File: src/hw/rtl/rc_satellite_frame_decoder_macros.svh
// ----------------------------------------------------------------------------
// RC satellite frame decoder assertion macros
// Concurrent assertion shorthands clocked on clk_i, disabled in reset.
// ----------------------------------------------------------------------------
`ifndef RC_SATELLITE_FRAME_DECODER_MACROS_SVH
`define RC_SATELLITE_FRAME_DECODER_MACROS_SVH

// Same-cycle implication: when ante holds, cons must hold too.
`define RCSFD_ASSERT_IMP(label, ante, cons, msg) \
  label: assert property (@(posedge clk_i) disable iff (!rst_ni) (ante) |-> (cons)) \
    else $error(msg);

// Next-cycle implication: when ante holds, cons must hold in the next cycle.
`define RCSFD_ASSERT_NXT(label, ante, cons, msg) \
  label: assert property (@(posedge clk_i) disable iff (!rst_ni) (ante) |=> (cons)) \
    else $error(msg);

`endif

File: src/hw/rtl/rcsfd_pkg.sv
// ----------------------------------------------------------------------------
// RC satellite frame decoder package
// Shared function codes, register indexes, field widths, reset values and decoded-word type.
// ----------------------------------------------------------------------------
`timescale 1ns / 1ps
`default_nettype none

package rcsfd_pkg;

  // Item function codes carried in the input tuser
  typedef enum logic [1:0] {
    FUNC_BYTE     = 2'd0,
    FUNC_TICK     = 2'd1,
    FUNC_FS_WRITE = 2'd2
  } func_e;

  // Configuration register indexes
  localparam logic [7:0] CFG_MODE_2048 = 8'd0;
  localparam logic [7:0] CFG_FS_TIMEOUT = 8'd1;

  // Field widths
  localparam int unsigned IdW  = 4;
  localparam int unsigned PosW = 11;
  localparam int unsigned MsW  = 16;

  // Reset values
  localparam logic [MsW-1:0] MsReset      = 16'hFFFF;
  localparam logic [MsW-1:0] TimeoutReset = 16'd1000;

  // One decoded servo word
  typedef struct packed {
    logic            valid;
    logic [IdW-1:0]  channel;
    logic [PosW-1:0] value;
  } word_t;

endpackage

`default_nettype wire

File: src/hw/rtl/rcsfd_word_dec.sv
// ----------------------------------------------------------------------------
// RC satellite frame decoder servo word split
// Splits a 16-bit servo word into channel id and position by field mode.
// ----------------------------------------------------------------------------
`timescale 1ns / 1ps
`default_nettype none

module rcsfd_word_dec #(
  parameter int unsigned Channels = 16
) (
  input  wire logic [15:0]          word_i,
  input  wire logic                 mode_2048_i,
  output rcsfd_pkg::word_t          word_o
);

  logic [rcsfd_pkg::IdW-1:0]  id;
  logic [rcsfd_pkg::PosW-1:0] pos;
  logic                       in_range;

  // Pick id and position fields for the selected mode
  always_comb begin
    if (mode_2048_i) begin
      id  = word_i[14:11];
      pos = word_i[10:0];
    end else begin
      id  = word_i[13:10];
      pos = {1'b0, word_i[9:0]};
    end
    in_range = ({1'b0, id} < 5'(Channels));
  end

  // Zero the fields of a word with an unknown channel
  always_comb begin
    word_o.valid   = in_range;
    word_o.channel = in_range ? id : '0;
    word_o.value   = in_range ? pos : '0;
  end

endmodule

`default_nettype wire

File: src/hw/rtl/rc_satellite_frame_decoder.sv
// Path: input transfer to result through the input register, then the result register.
// Throughput: one item per cycle while the result side is ready; the state update and table query fit in one
//   stage between the input register and the result register.
// Reset: asynchronous, active low; clears both tables, the byte position and high
//   byte, sets the frame timer to all ones (failsafe active), mode 2048, timeout 1000.
// ----------------------------------------------------------------------------
// RC satellite frame decoder
// Pairs frame bytes into servo words, keeps live and failsafe channel tables,
// times frame loss in millisecond ticks and answers one channel query per item.
// ----------------------------------------------------------------------------
`timescale 1ns / 1ps
`default_nettype none

`include "rc_satellite_frame_decoder_macros.svh"

module rc_satellite_frame_decoder #(
  parameter int unsigned FRAME_BYTES = 16,
  parameter int unsigned CHANNELS    = 16
) (
  input  wire logic        clk_i,
  input  wire logic        rst_ni,
  // Input stream
  input  wire logic        s_axis_tvalid,
  output logic             s_axis_tready,
  // tdata: rx_byte[7:0], channel_index[11:8], failsafe_value[22:12], zero pad
  input  wire logic [23:0] s_axis_tdata,
  // tuser: func[1:0], frame_start[2]
  input  wire logic [2:0]  s_axis_tuser,
  // Result stream
  output logic             m_axis_tvalid,
  input  wire logic        m_axis_tready,
  // tdata: query_value[10:0], word_channel[14:11], word_value[25:15], zero pad
  output logic [31:0]      m_axis_tdata,
  // tuser: failsafe_active[0], word_valid[1]
  output logic [1:0]       m_axis_tuser,
  // Configuration writes
  input  wire logic        cfg_valid_i,
  output logic             cfg_ready_o,
  input  wire logic [7:0]  cfg_index_i,
  input  wire logic [15:0] cfg_data_i
);

  localparam int unsigned BpW  = $clog2(FRAME_BYTES);
  localparam int unsigned ChW  = (CHANNELS > 1) ? $clog2(CHANNELS) : 1;
  localparam int unsigned IdW  = rcsfd_pkg::IdW;
  localparam int unsigned PosW = rcsfd_pkg::PosW;
  localparam int unsigned MsW  = rcsfd_pkg::MsW;

  // Configuration registers
  logic           mode_2048_q;
  logic [MsW-1:0] timeout_q;

  // Input register
  logic                  in_valid_q;
  rcsfd_pkg::func_e      func_q;
  logic                  start_q;
  logic [7:0]            rx_byte_q;
  logic [IdW-1:0]        ch_idx_q;
  logic [PosW-1:0]       fs_val_q;

  // Decoder state
  logic [BpW-1:0]  byte_pos_q, byte_pos_d;
  logic [7:0]      high_byte_q, high_byte_d;
  logic [MsW-1:0]  ms_q, ms_d;
  logic [PosW-1:0] chan_tab_q [CHANNELS];
  logic [PosW-1:0] fs_tab_q   [CHANNELS];

  // Result register
  logic            out_valid_q;
  logic [PosW-1:0] query_q, query_d;
  logic            fs_act_q, fs_act_d;
  rcsfd_pkg::word_t word_q, word_d;

  logic             commit;
  logic [BpW-1:0]   pos_cur;
  logic [BpW:0]     pos_next;
  logic             frame_end;
  logic             word_done;
  logic             tab_wr;
  logic             fs_wr;
  logic             ch_in_range;
  logic [ChW-1:0]   ch_sel;
  logic [ChW-1:0]   wr_sel;
  logic [PosW-1:0]  chan_rd;
  logic [PosW-1:0]  fs_rd;
  rcsfd_pkg::word_t dec_word;

  // Handshakes: the result register drains while the input register refills
  assign commit        = in_valid_q && (!out_valid_q || m_axis_tready);
  assign s_axis_tready = !in_valid_q || commit;
  assign cfg_ready_o   = 1'b1;

  // Write configuration registers
  always_ff @(posedge clk_i or negedge rst_ni) begin
    if (!rst_ni) begin
      mode_2048_q <= 1'b1;
      timeout_q   <= rcsfd_pkg::TimeoutReset;
    end else if (cfg_valid_i) begin
      unique case (cfg_index_i)
        rcsfd_pkg::CFG_MODE_2048:  mode_2048_q <= cfg_data_i[0];
        rcsfd_pkg::CFG_FS_TIMEOUT: timeout_q   <= cfg_data_i;
        default: ;
      endcase
    end
  end

  // Capture an input transfer
  always_ff @(posedge clk_i or negedge rst_ni) begin
    if (!rst_ni) begin
      in_valid_q <= 1'b0;
    end else if (s_axis_tready) begin
      in_valid_q <= s_axis_tvalid;
    end
  end

  always_ff @(posedge clk_i) begin
    if (s_axis_tready && s_axis_tvalid) begin
      func_q    <= rcsfd_pkg::func_e'(s_axis_tuser[1:0]);
      start_q   <= s_axis_tuser[2];
      rx_byte_q <= s_axis_tdata[7:0];
      ch_idx_q  <= s_axis_tdata[11:8];
      fs_val_q  <= s_axis_tdata[22:12];
    end
  end

  // Split the word formed by the held high byte and this byte
  rcsfd_word_dec #(
    .Channels (CHANNELS)
  ) u_word_dec (
    .word_i      ({high_byte_q, rx_byte_q}),
    .mode_2048_i (mode_2048_q),
    .word_o      (dec_word)
  );

  // Byte position and frame end
  assign pos_cur   = start_q ? '0 : byte_pos_q;
  assign pos_next  = {1'b0, pos_cur} + (BpW+1)'(1);
  assign frame_end = (pos_next >= (BpW+1)'(FRAME_BYTES));
  assign word_done = pos_cur[0] && (pos_cur != BpW'(1));

  assign ch_in_range = ({1'b0, ch_idx_q} < 5'(CHANNELS));
  assign ch_sel      = ch_idx_q[ChW-1:0];
  assign wr_sel      = dec_word.channel[ChW-1:0];

  // Next state for one item
  always_comb begin
    byte_pos_d  = byte_pos_q;
    high_byte_d = high_byte_q;
    ms_d        = ms_q;
    word_d      = '0;
    tab_wr      = 1'b0;
    fs_wr       = 1'b0;
    case (func_q)
      rcsfd_pkg::FUNC_BYTE: begin
        if (!pos_cur[0]) begin
          high_byte_d = rx_byte_q;
        end else if (word_done) begin
          word_d = dec_word;
          tab_wr = dec_word.valid;
        end
        if (frame_end) begin
          byte_pos_d = '0;
          ms_d       = '0;
        end else begin
          byte_pos_d = pos_next[BpW-1:0];
        end
      end
      rcsfd_pkg::FUNC_TICK: begin
        if (ms_q != rcsfd_pkg::MsReset) begin
          ms_d = ms_q + MsW'(1);
        end
      end
      rcsfd_pkg::FUNC_FS_WRITE: begin
        fs_wr = ch_in_range;
      end
      default: ;
    endcase
  end

  // Query after this item's update, bypassing table writes of the same item
  always_comb begin
    chan_rd  = (tab_wr && (dec_word.channel == ch_idx_q)) ? dec_word.value
                                                          : chan_tab_q[ch_sel];
    fs_rd    = fs_wr ? fs_val_q : fs_tab_q[ch_sel];
    fs_act_d = (ms_d > timeout_q);
    if (!ch_in_range) begin
      query_d = '0;
    end else begin
      query_d = fs_act_d ? fs_rd : chan_rd;
    end
  end

  // Advance decoder state and tables on commit
  always_ff @(posedge clk_i or negedge rst_ni) begin
    if (!rst_ni) begin
      byte_pos_q  <= '0;
      high_byte_q <= '0;
      ms_q        <= rcsfd_pkg::MsReset;
      for (int i = 0; i < int'(CHANNELS); i++) begin
        chan_tab_q[i] <= '0;
        fs_tab_q[i]   <= '0;
      end
    end else if (commit) begin
      byte_pos_q  <= byte_pos_d;
      high_byte_q <= high_byte_d;
      ms_q        <= ms_d;
      if (tab_wr) begin
        chan_tab_q[wr_sel] <= dec_word.value;
      end
      if (fs_wr) begin
        fs_tab_q[ch_sel] <= fs_val_q;
      end
    end
  end

  // Result register: load on commit, drop on output transfer
  always_ff @(posedge clk_i or negedge rst_ni) begin
    if (!rst_ni) begin
      out_valid_q <= 1'b0;
    end else if (commit) begin
      out_valid_q <= 1'b1;
    end else if (m_axis_tready) begin
      out_valid_q <= 1'b0;
    end
  end

  always_ff @(posedge clk_i) begin
    if (commit) begin
      query_q  <= query_d;
      fs_act_q <= fs_act_d;
      word_q   <= word_d;
    end
  end

  assign m_axis_tvalid = out_valid_q;
  assign m_axis_tdata  = {6'd0, word_q.value, word_q.channel, query_q};
  assign m_axis_tuser  = {word_q.valid, fs_act_q};

  // Checks
  `RCSFD_ASSERT_NXT(a_in_held, in_valid_q && !commit, in_valid_q,
    "input item dropped while stalled")
  `RCSFD_ASSERT_NXT(a_frame_end_clears, commit && (func_q == rcsfd_pkg::FUNC_BYTE) && frame_end,
    (ms_q == '0) && !m_axis_tuser[0], "frame end did not clear the frame timer")
  `RCSFD_ASSERT_IMP(a_word_zero, m_axis_tvalid && !m_axis_tuser[1],
    m_axis_tdata[25:11] == '0, "word fields not zero without a valid word")

endmodule

`default_nettype wire

File: config.mk
export PLATFORM = sky130hd
export DESIGN_NAME = rc_satellite_frame_decoder
export DESIGN_NICKNAME = d
export VERILOG_FILES = /design/src/hw/rtl/rcsfd_pkg.sv /design/src/hw/rtl/rcsfd_word_dec.sv /design/src/hw/rtl/rc_satellite_frame_decoder.sv
export VERILOG_INCLUDE_DIRS = /design/src /design/src/hw/rtl
export SDC_FILE = /design/constraint.sdc
export NUM_CORES = 1
export LEC_CHECK = 0
export BUFFER_PORTS_ARGS = -buffer_cell sky130_fd_sc_hd__buf_2
export CORE_ASPECT_RATIO = 0.9
export CORE_MARGIN = 2
export CORE_UTILIZATION = 60
export DETAILED_ROUTE_END_ITERATION = 8
export GPL_TIMING_DRIVEN = 0
export PLACE_DENSITY = 0.81
export SLEW_MARGIN = 15
export SYNTH_ARGS = -nofsm -noshare
export SYNTH_HDL_FRONTEND = slang
export SYNTH_SLANG_ARGS = --single-unit
File: constraint.sdc
create_clock -name clk_i -period 6.4 [get_ports clk_i]
set_input_delay 1.28 -clock clk_i [delete_from_list [all_inputs] [get_ports clk_i]]
set_output_delay 1.28 -clock clk_i [all_outputs]
set_load 0.03 [all_outputs]
==> impl_metrics.json, run 1 <==
{
  "synth_edf_count": 54,
  "drt-total-wl_um": 49700,
  "crit_path_max_incr_delay_ns": 0.49,
  "cp_max_fo": 10,
  "fp.dieArea_sq_um": 36600,
  "syn_inst": 1455,
  "cts_setup_buffers": 0,
  "start_kind": "flop",
  "dpl.hpwl_um": 33800,
  "ir_drop_mv": 0.180,
  "relSlewSlack_pct": 35.3,
  "syn-mean-instance-area_sq_um": 14.5,
  "fin_crit_ns": 4.54,
  "finalMaxSlewViolations": 0,
  "pre_cts_ws_ns": 2.01,
  "ys_seq_area_share_pct": 55.1,
  "globalplace.congestion": 0.908,
  "first_pass_iters": 5,
  "clk_latency_ns": 0.56,
  "holdCritPathClass": "flop to flop",
  "cts_hold_buf": 0,
  "ff2ff_setup_slack_ns": 1.86,
  "syn_area_sq_um": 21100,
  "maxCapViolations": 0,
  "cts_root_buf": "clkbuf_16",
  "wl_per_cell_um": 23.7,
  "powerDensity_nw_per_um2": 308,
  "layout-drive-gt1-share_pct": 43.1,
  "ys_ff_latch": 452,
  "setup_viol": 0,
  "synth_flop_cell": "dfrtp_1",
  "cp_cell_sequence": "nand2b_4, inv_1, ha_1, nand3_1, nor3_1, clkbuf_1, a21oi_1, nand2_1, o21ai_0, ha_1, nand3_1, o31ai_1, o21ai_0, nor2_1, buf_2, mux2i_1",
  "nets": 1672,
  "clockBufferDepth": 3,
  "start_util_pct": 60.5,
  "setup_ws_ns": 1.86,
  "core_sq_um": 34800,
  "ios": 93,
  "drtAntennaViolNets": 0,
  "min_period_over_period_pct": 70.9,
  "clock-sinks": 452,
  "setup.worst_path.end_class": "flop",
  "cts_buffers": 46,
  "track_usage_pct": 27.6,
  "synthArstFlopShare_pct": 88.1,
  "syn2layout_area_growth_pct": 13.2,
  "rows": 65,
  "holdWs_ns": 0.479,
  "vias": 13154,
  "synth_cell_types": 60,
  "post-route-util_pct": 68.5,
  "cts_tree": "done",
  "tightestPinTransition_ns": 0.971,
  "overflow": 0,
  "cts_resized": 0,
  "vias_per_cell": 6.26,
  "cp_data_arrival_time_ns": 4.92,
  "htreeDepth": 2,
  "die_y_um": 182,
  "required_ns": 6.78,
  "drt_iter0_drc": 1179,
  "grt_max_degree": 113,
  "critical_path_class": "flop to flop",
  "leakage_nw": 11.2,
  "rsz0062_at_grt": "false",
  "diodes": 0,
  "clock_skew_ns": 0.0130,
  "antenna_found_initial": 0,
  "grt_pass1_vias": 13586,
  "grt_first_pass_wirelength_um": 77500,
  "clk_pin_slew_ns": 0.06,
  "outcome": "finished clean",
  "finalHoldViolCount": 0,
  "ys_warn_count": 0,
  "die_w_um": 202,
  "route.detailed.drc": 0,
  "fill_cells": 2400,
  "port_buffers": 84,
  "crit_slowest_cell": "edfxtp_1",
  "max_freq_ghz": 0.220
}
==> cells by family (layout without fill, tap and decap cells) <==
logic type	count (synthesis)	count (layout)	share of synthesized area, %
multiplexers	512	512	31.8
flip-flops	452	452	55.1
AND/OR/NAND/NOR	209	209	5.21
buffers and inverters	144	317	3.11
AO/OA/AOI/OAI	113	113	3.49
adder cells (fa/ha/maj)	19	19	1.13
XOR/XNOR	4	4	0.166
other	2	7	0.0356
==> synth_stat cells, drive strengths merged (2+ instances only) <==
cell type  instances  area [sq um]
a21oi             12          60.1
o21ai             37           185
xnor2              4          35.0
ha                19           238
mux4              88          1980
clkbuf            55           206
nor3b              2          15.0
nand2             59           221
nand3b             2          15.0
a22oi             34           255
buf               64           355
edfxtp            54          1620
nand3             29           170
or3                5          31.3
o211ai             2          15.0
a41oi              3          26.3
and3               3          23.8
nor4               4          25.0
nor3               8          45.0
o31ai              6          45.0
and2              14          87.6
a2111oi            2          17.5
nor2b              7          43.8
mux2i             52           524
mux2             372          4190
inv               25          93.8
dfrtp            375          9380
conb               2          7.51
and4               2          17.5
o22a               2          17.5
a21o               4          30.0
a31oi              4          25.0
nand2b            11          76.3
and3b              2          17.5
dfstp             23           604
nor2              42           168
nand4             13          81.3
or4b               2          27.5
==> metrics by stage <==
| step | setup TNS [ns] | total power [mW] | instances | area [sq um] |
|---|---|---|---|---|
| final | 0 | 7.34 | 2102 | 23900 |
| after detailed placement | 0 | 4.53 | 2018 | 22300 |
| after global placement | -1310.11 | 4.45 | 2013 | 22100 |
| after floorplan | 0 | 4.16 | 1460 | 21100 |
| after CTS | 0 | 7.37 | 2102 | 23900 |
| after global routing | 0 | 7.61 | 2102 | 23900 |
==> layer usage <==
metal | global-route usage (%) | routed length [um] | vias to the layer above
li1 | - | - | 5665
met1 | 39.9 | 21700 | 6897
met2 | 42.6 | 23100 | 506
met3 | 5.80 | 3660 | 86
met4 | 8.18 | 1280 | 0
met5 | 0 | 0 | -
==> registers in the layout, indices dropped and copies added, names as in the netlist, 2 cells and up <==
name / count
timeout_q: 16
m_axis_tdata: 15
chan_tab_q: 176
fs_tab_q: 176
high_byte_q: 7
fs_val_q: 11
byte_pos_q: 4
query_q: 11
ms_q: 16
rx_byte_q: 8
func_q: 2
ch_idx_q: 4
==> where the power goes <==
group          internal (mW)  leakage (nW)  switching (mW)
clock                   1.72         0.790            1.12
combinational          0.501          4.50           0.557
sequential              3.25          5.86           0.196
total                   5.47          11.2            1.87
==> final cells by class <==
class	count	area (sq um)	area share [%]
plain buffers	119	563	2.36
repair buffers	89	568	2.38
flip-flops and latches	452	11600	48.7
well taps	469	587	2.46
multi-input cells	864	8830	37.0
clock buffers	64	1350	5.67
clock inverters	20	253	1.06
inverters	25	93.8	0.393
==> worst max-delay path, delay by kind of cell (launching register included) <==
kind,cells,cell delay (ns)
DFF,1,0.49
muxes,1,0.28
buffers and inverters,3,0.91
and+or+nand+nor,6,1.35
adders and majority gates,2,0.56
AOI/OAI and AO/OA,4,0.77
==> path summary, 6_finish.rpt <==
check	startpoint	endpoint	depth (start not counted)
max in group asynchronous	rst_ni	fs_tab_q[138]	3
worst min register to register	ms_q[1]	ms_q[1]	2
worst min-delay path	ms_q[1]	ms_q[1]	2
worst max-delay path	start_q	query_q[5]	16
worst max register to register	start_q	query_q[5]	16
min in group asynchronous	rst_ni	timeout_q[4]	1
==> layout by cell type, fill, tap and decap left out, types with 19 or more instances in the layout <==
cell and instances:
a22oi_1 34, buf_2 121, clkbuf_1 63, clkbuf_16 50
dfrtp_1 375, dfstp_2 23, edfxtp_1 54, ha_1 19
inv_1 25, mux2_2 369, mux2i_1 51, mux4_2 88
nand2_1 59, nand3_1 27, nor2_1 40, o21ai_0 37
Power figures use the tool's default switching activity.
==> run 2: changes to the inputs <==
--- a/config.mk
+++ b/config.mk
@@ -9,10 +9,10 @@
 export BUFFER_PORTS_ARGS = -buffer_cell sky130_fd_sc_hd__buf_2
 export CORE_ASPECT_RATIO = 0.9
 export CORE_MARGIN = 2
-export CORE_UTILIZATION = 60
+export CORE_UTILIZATION = 56
 export DETAILED_ROUTE_END_ITERATION = 8
 export GPL_TIMING_DRIVEN = 0
-export PLACE_DENSITY = 0.81
+export PLACE_DENSITY = 0.79
 export SLEW_MARGIN = 15
 export SYNTH_ARGS = -nofsm -noshare
 export SYNTH_HDL_FRONTEND = slang
==> constraint.sdc (replaced) <==
create_clock -name clk_i -period 4 [get_ports clk_i]
set_input_delay 0.8 -clock clk_i [delete_from_list [all_inputs] [get_ports clk_i]]
set_output_delay 0.8 -clock clk_i [all_outputs]
set_load 0.03 [all_outputs]
==> impl_metrics.json, run 2 (synthesized netlist as in run 1, its figures left out) <==
{
  "overflow": 0,
  "cts_tree": "done",
  "cts_buffers": 47,
  "maxCapViolations": 0,
  "max_freq_ghz": 0.260,
  "critical_path_class": "flop to flop",
  "pre_cts_ws_ns": -0.384,
  "setup_ws_ns": 0.157,
  "cp_data_arrival_time_ns": 4.25,
  "grt_pass1_vias": 13374,
  "setup.worst_path.end_class": "flop",
  "fin_crit_ns": 3.84,
  "dpl.hpwl_um": 33300,
  "crit_buf_inv": 3,
  "vias_per_cell": 6.16,
  "layout-drive-gt1-share_pct": 44.3,
  "first_pass_iters": 5,
  "diodes": 0,
  "antenna_found_initial": 0,
  "port_buffers": 84,
  "tightestPinTransition_ns": 0.963,
  "fill_cells": 2624,
  "globalplace.congestion": 0.880,
  "wl_per_cell_um": 23.2,
  "rr_endpoint": "query_q[5]",
  "track_usage_pct": 26.0,
  "setup_viol": 0,
  "place_area_sq_um": 22300,
  "largestRegisters": "chan_tab_q x176, fs_tab_q x176",
  "syn2layout_area_growth_pct": 14.2,
  "clockBufferDepth": 3,
  "stdcell_area_sq_um": 24100,
  "ff2ff_setup_slack_ns": 0.16,
  "clk_latency_ns": 0.59,
  "min_period_over_period_pct": 96.1,
  "power_mw": 11.8,
  "clk_pin_slew_ns": 0.06,
  "mostFrequentLayoutCells": "375 x dfrtp_1, 369 x mux2_2, 120 x buf_2, 88 x mux4_2, 60 x clkbuf_1",
  "crit_path_max_incr_delay_ns": 0.48,
  "timing.rr.start": "start_q",
  "grt_max_degree": 99,
  "cp_cell_sequence": "nand2b_4, inv_1, ha_1, nand4_1, buf_2, nand3_1, o21ai_0, ha_1, and4_1, a2111oi_4, o31ai_2, o21ai_0, nor2_2, buf_6, mux2i_1",
  "clock_skew_ns": 0.0311,
  "clock-sinks": 452,
  "vias": 13113,
  "outcome": "finished clean",
  "required_ns": 4.41,
  "htreeDepth": 2,
  "rows": 67,
  "finalMaxSlewViolations": 0,
  "final_common_cell": "dfrtp_1",
  "cp_max_fo": 10,
  "path_delay_family": "simple AND/OR/NAND/NOR gates",
  "route.detailed.drc": 0,
  "die_w_um": 208,
  "grt_first_pass_wirelength_um": 78200,
  "cts_hold_buf": 0,
  "drt_iter0_drc": 1037,
  "powerDensity_nw_per_um2": 489,
  "fp.dieArea_sq_um": 39200,
  "setup_tns_ns": 0,
  "die_y_um": 188,
  "holdCritPathClass": "input pin to asynchronous set/reset pin",
  "ir_drop_mv": 0.312,
  "start_kind": "flop",
  "drt-total-wl_um": 49400,
  "start_util_pct": 56.7,
  "drtAntennaViolNets": 0,
  "leakage_nw": 11.2,
  "nets": 1681,
  "cts_root_buf": "clkbuf_16",
  "r2r.worst_path.cells": 15,
  "finalHoldViolCount": 0,
  "core_sq_um": 37100,
  "relSlewSlack_pct": 35.8,
  "post-route-util_pct": 64.8,
  "crit_slowest_cell": "edfxtp_1",
  "ios": 93
}
## run 2: power by group
part | switching [mW] | total (mW) | internal (mW)
clock | 1.83 | 4.55 | 2.72
sequential | 0.305 | 5.50 | 5.20
combinational | 0.896 | 1.72 | 0.824
## run 2: worst max-delay path by stage
stage | cells past startpoint | endpoint | slack (ns) | start
final | 15 | query_q[5] | 0.16 | start_q
after floorplan | 15 | query_q[1] | 0.24 | ms_q[13]
after detailed placement | 16 | query_q[5] | -0.38 | start_q
after global placement | 1 | fs_tab_q[104] | -5.43 | rst_ni
after CTS | 15 | query_q[5] | 0.02 | ms_q[8]
after global routing | 15 | query_q[5] | -0.02 | start_q
## run 2: stage by stage
stage	std cells	hold WS, ns
5_1_grt	2128	0.220
3_5_place_dp	2033	0.470
3_3_place_gp	2027	0.461
6_report	2128	0.176
4_1_cts	2120	0.195
2_1_floorplan	1460	0.445
## run 2: layer usage
layer / vias up / share of wire [%] / GRT usage, %
li1: 5688 / - / -
met1: 6892 / 44 / 38.4
met2: 459 / 47 / 39.7
met3: 74 / 7.0 / 5.33
met4: 0 / 2.0 / 6.95
met5: - / 0 / 0
## run 2: layout make-up
class | count | area [sq um] | area share (%)
Tap cell | 483 | 604 | 2.51
Buffer | 117 | 569 | 2.37
Clock buffer | 67 | 1370 | 5.71
Timing Repair Buffer | 99 | 652 | 2.71
Clock inverter | 21 | 249 | 1.03
Multi-Input combinational cell | 864 | 8910 | 37.0
Inverter | 25 | 93.8 | 0.390
Sequential cell | 452 | 11600 | 48.2
## run 2: repair_timing
| item | CTS | global route |
|---|---|---|
| resized for setup | 9 | 22 |
| cloned | 0 | 1 |
| pin swaps | 1 | 5 |
| setup endpoints to repair | 12 | 12 |
| setup buffers | 1 | 7 |
| endpoints found under the hold margin | 0 | 0 |
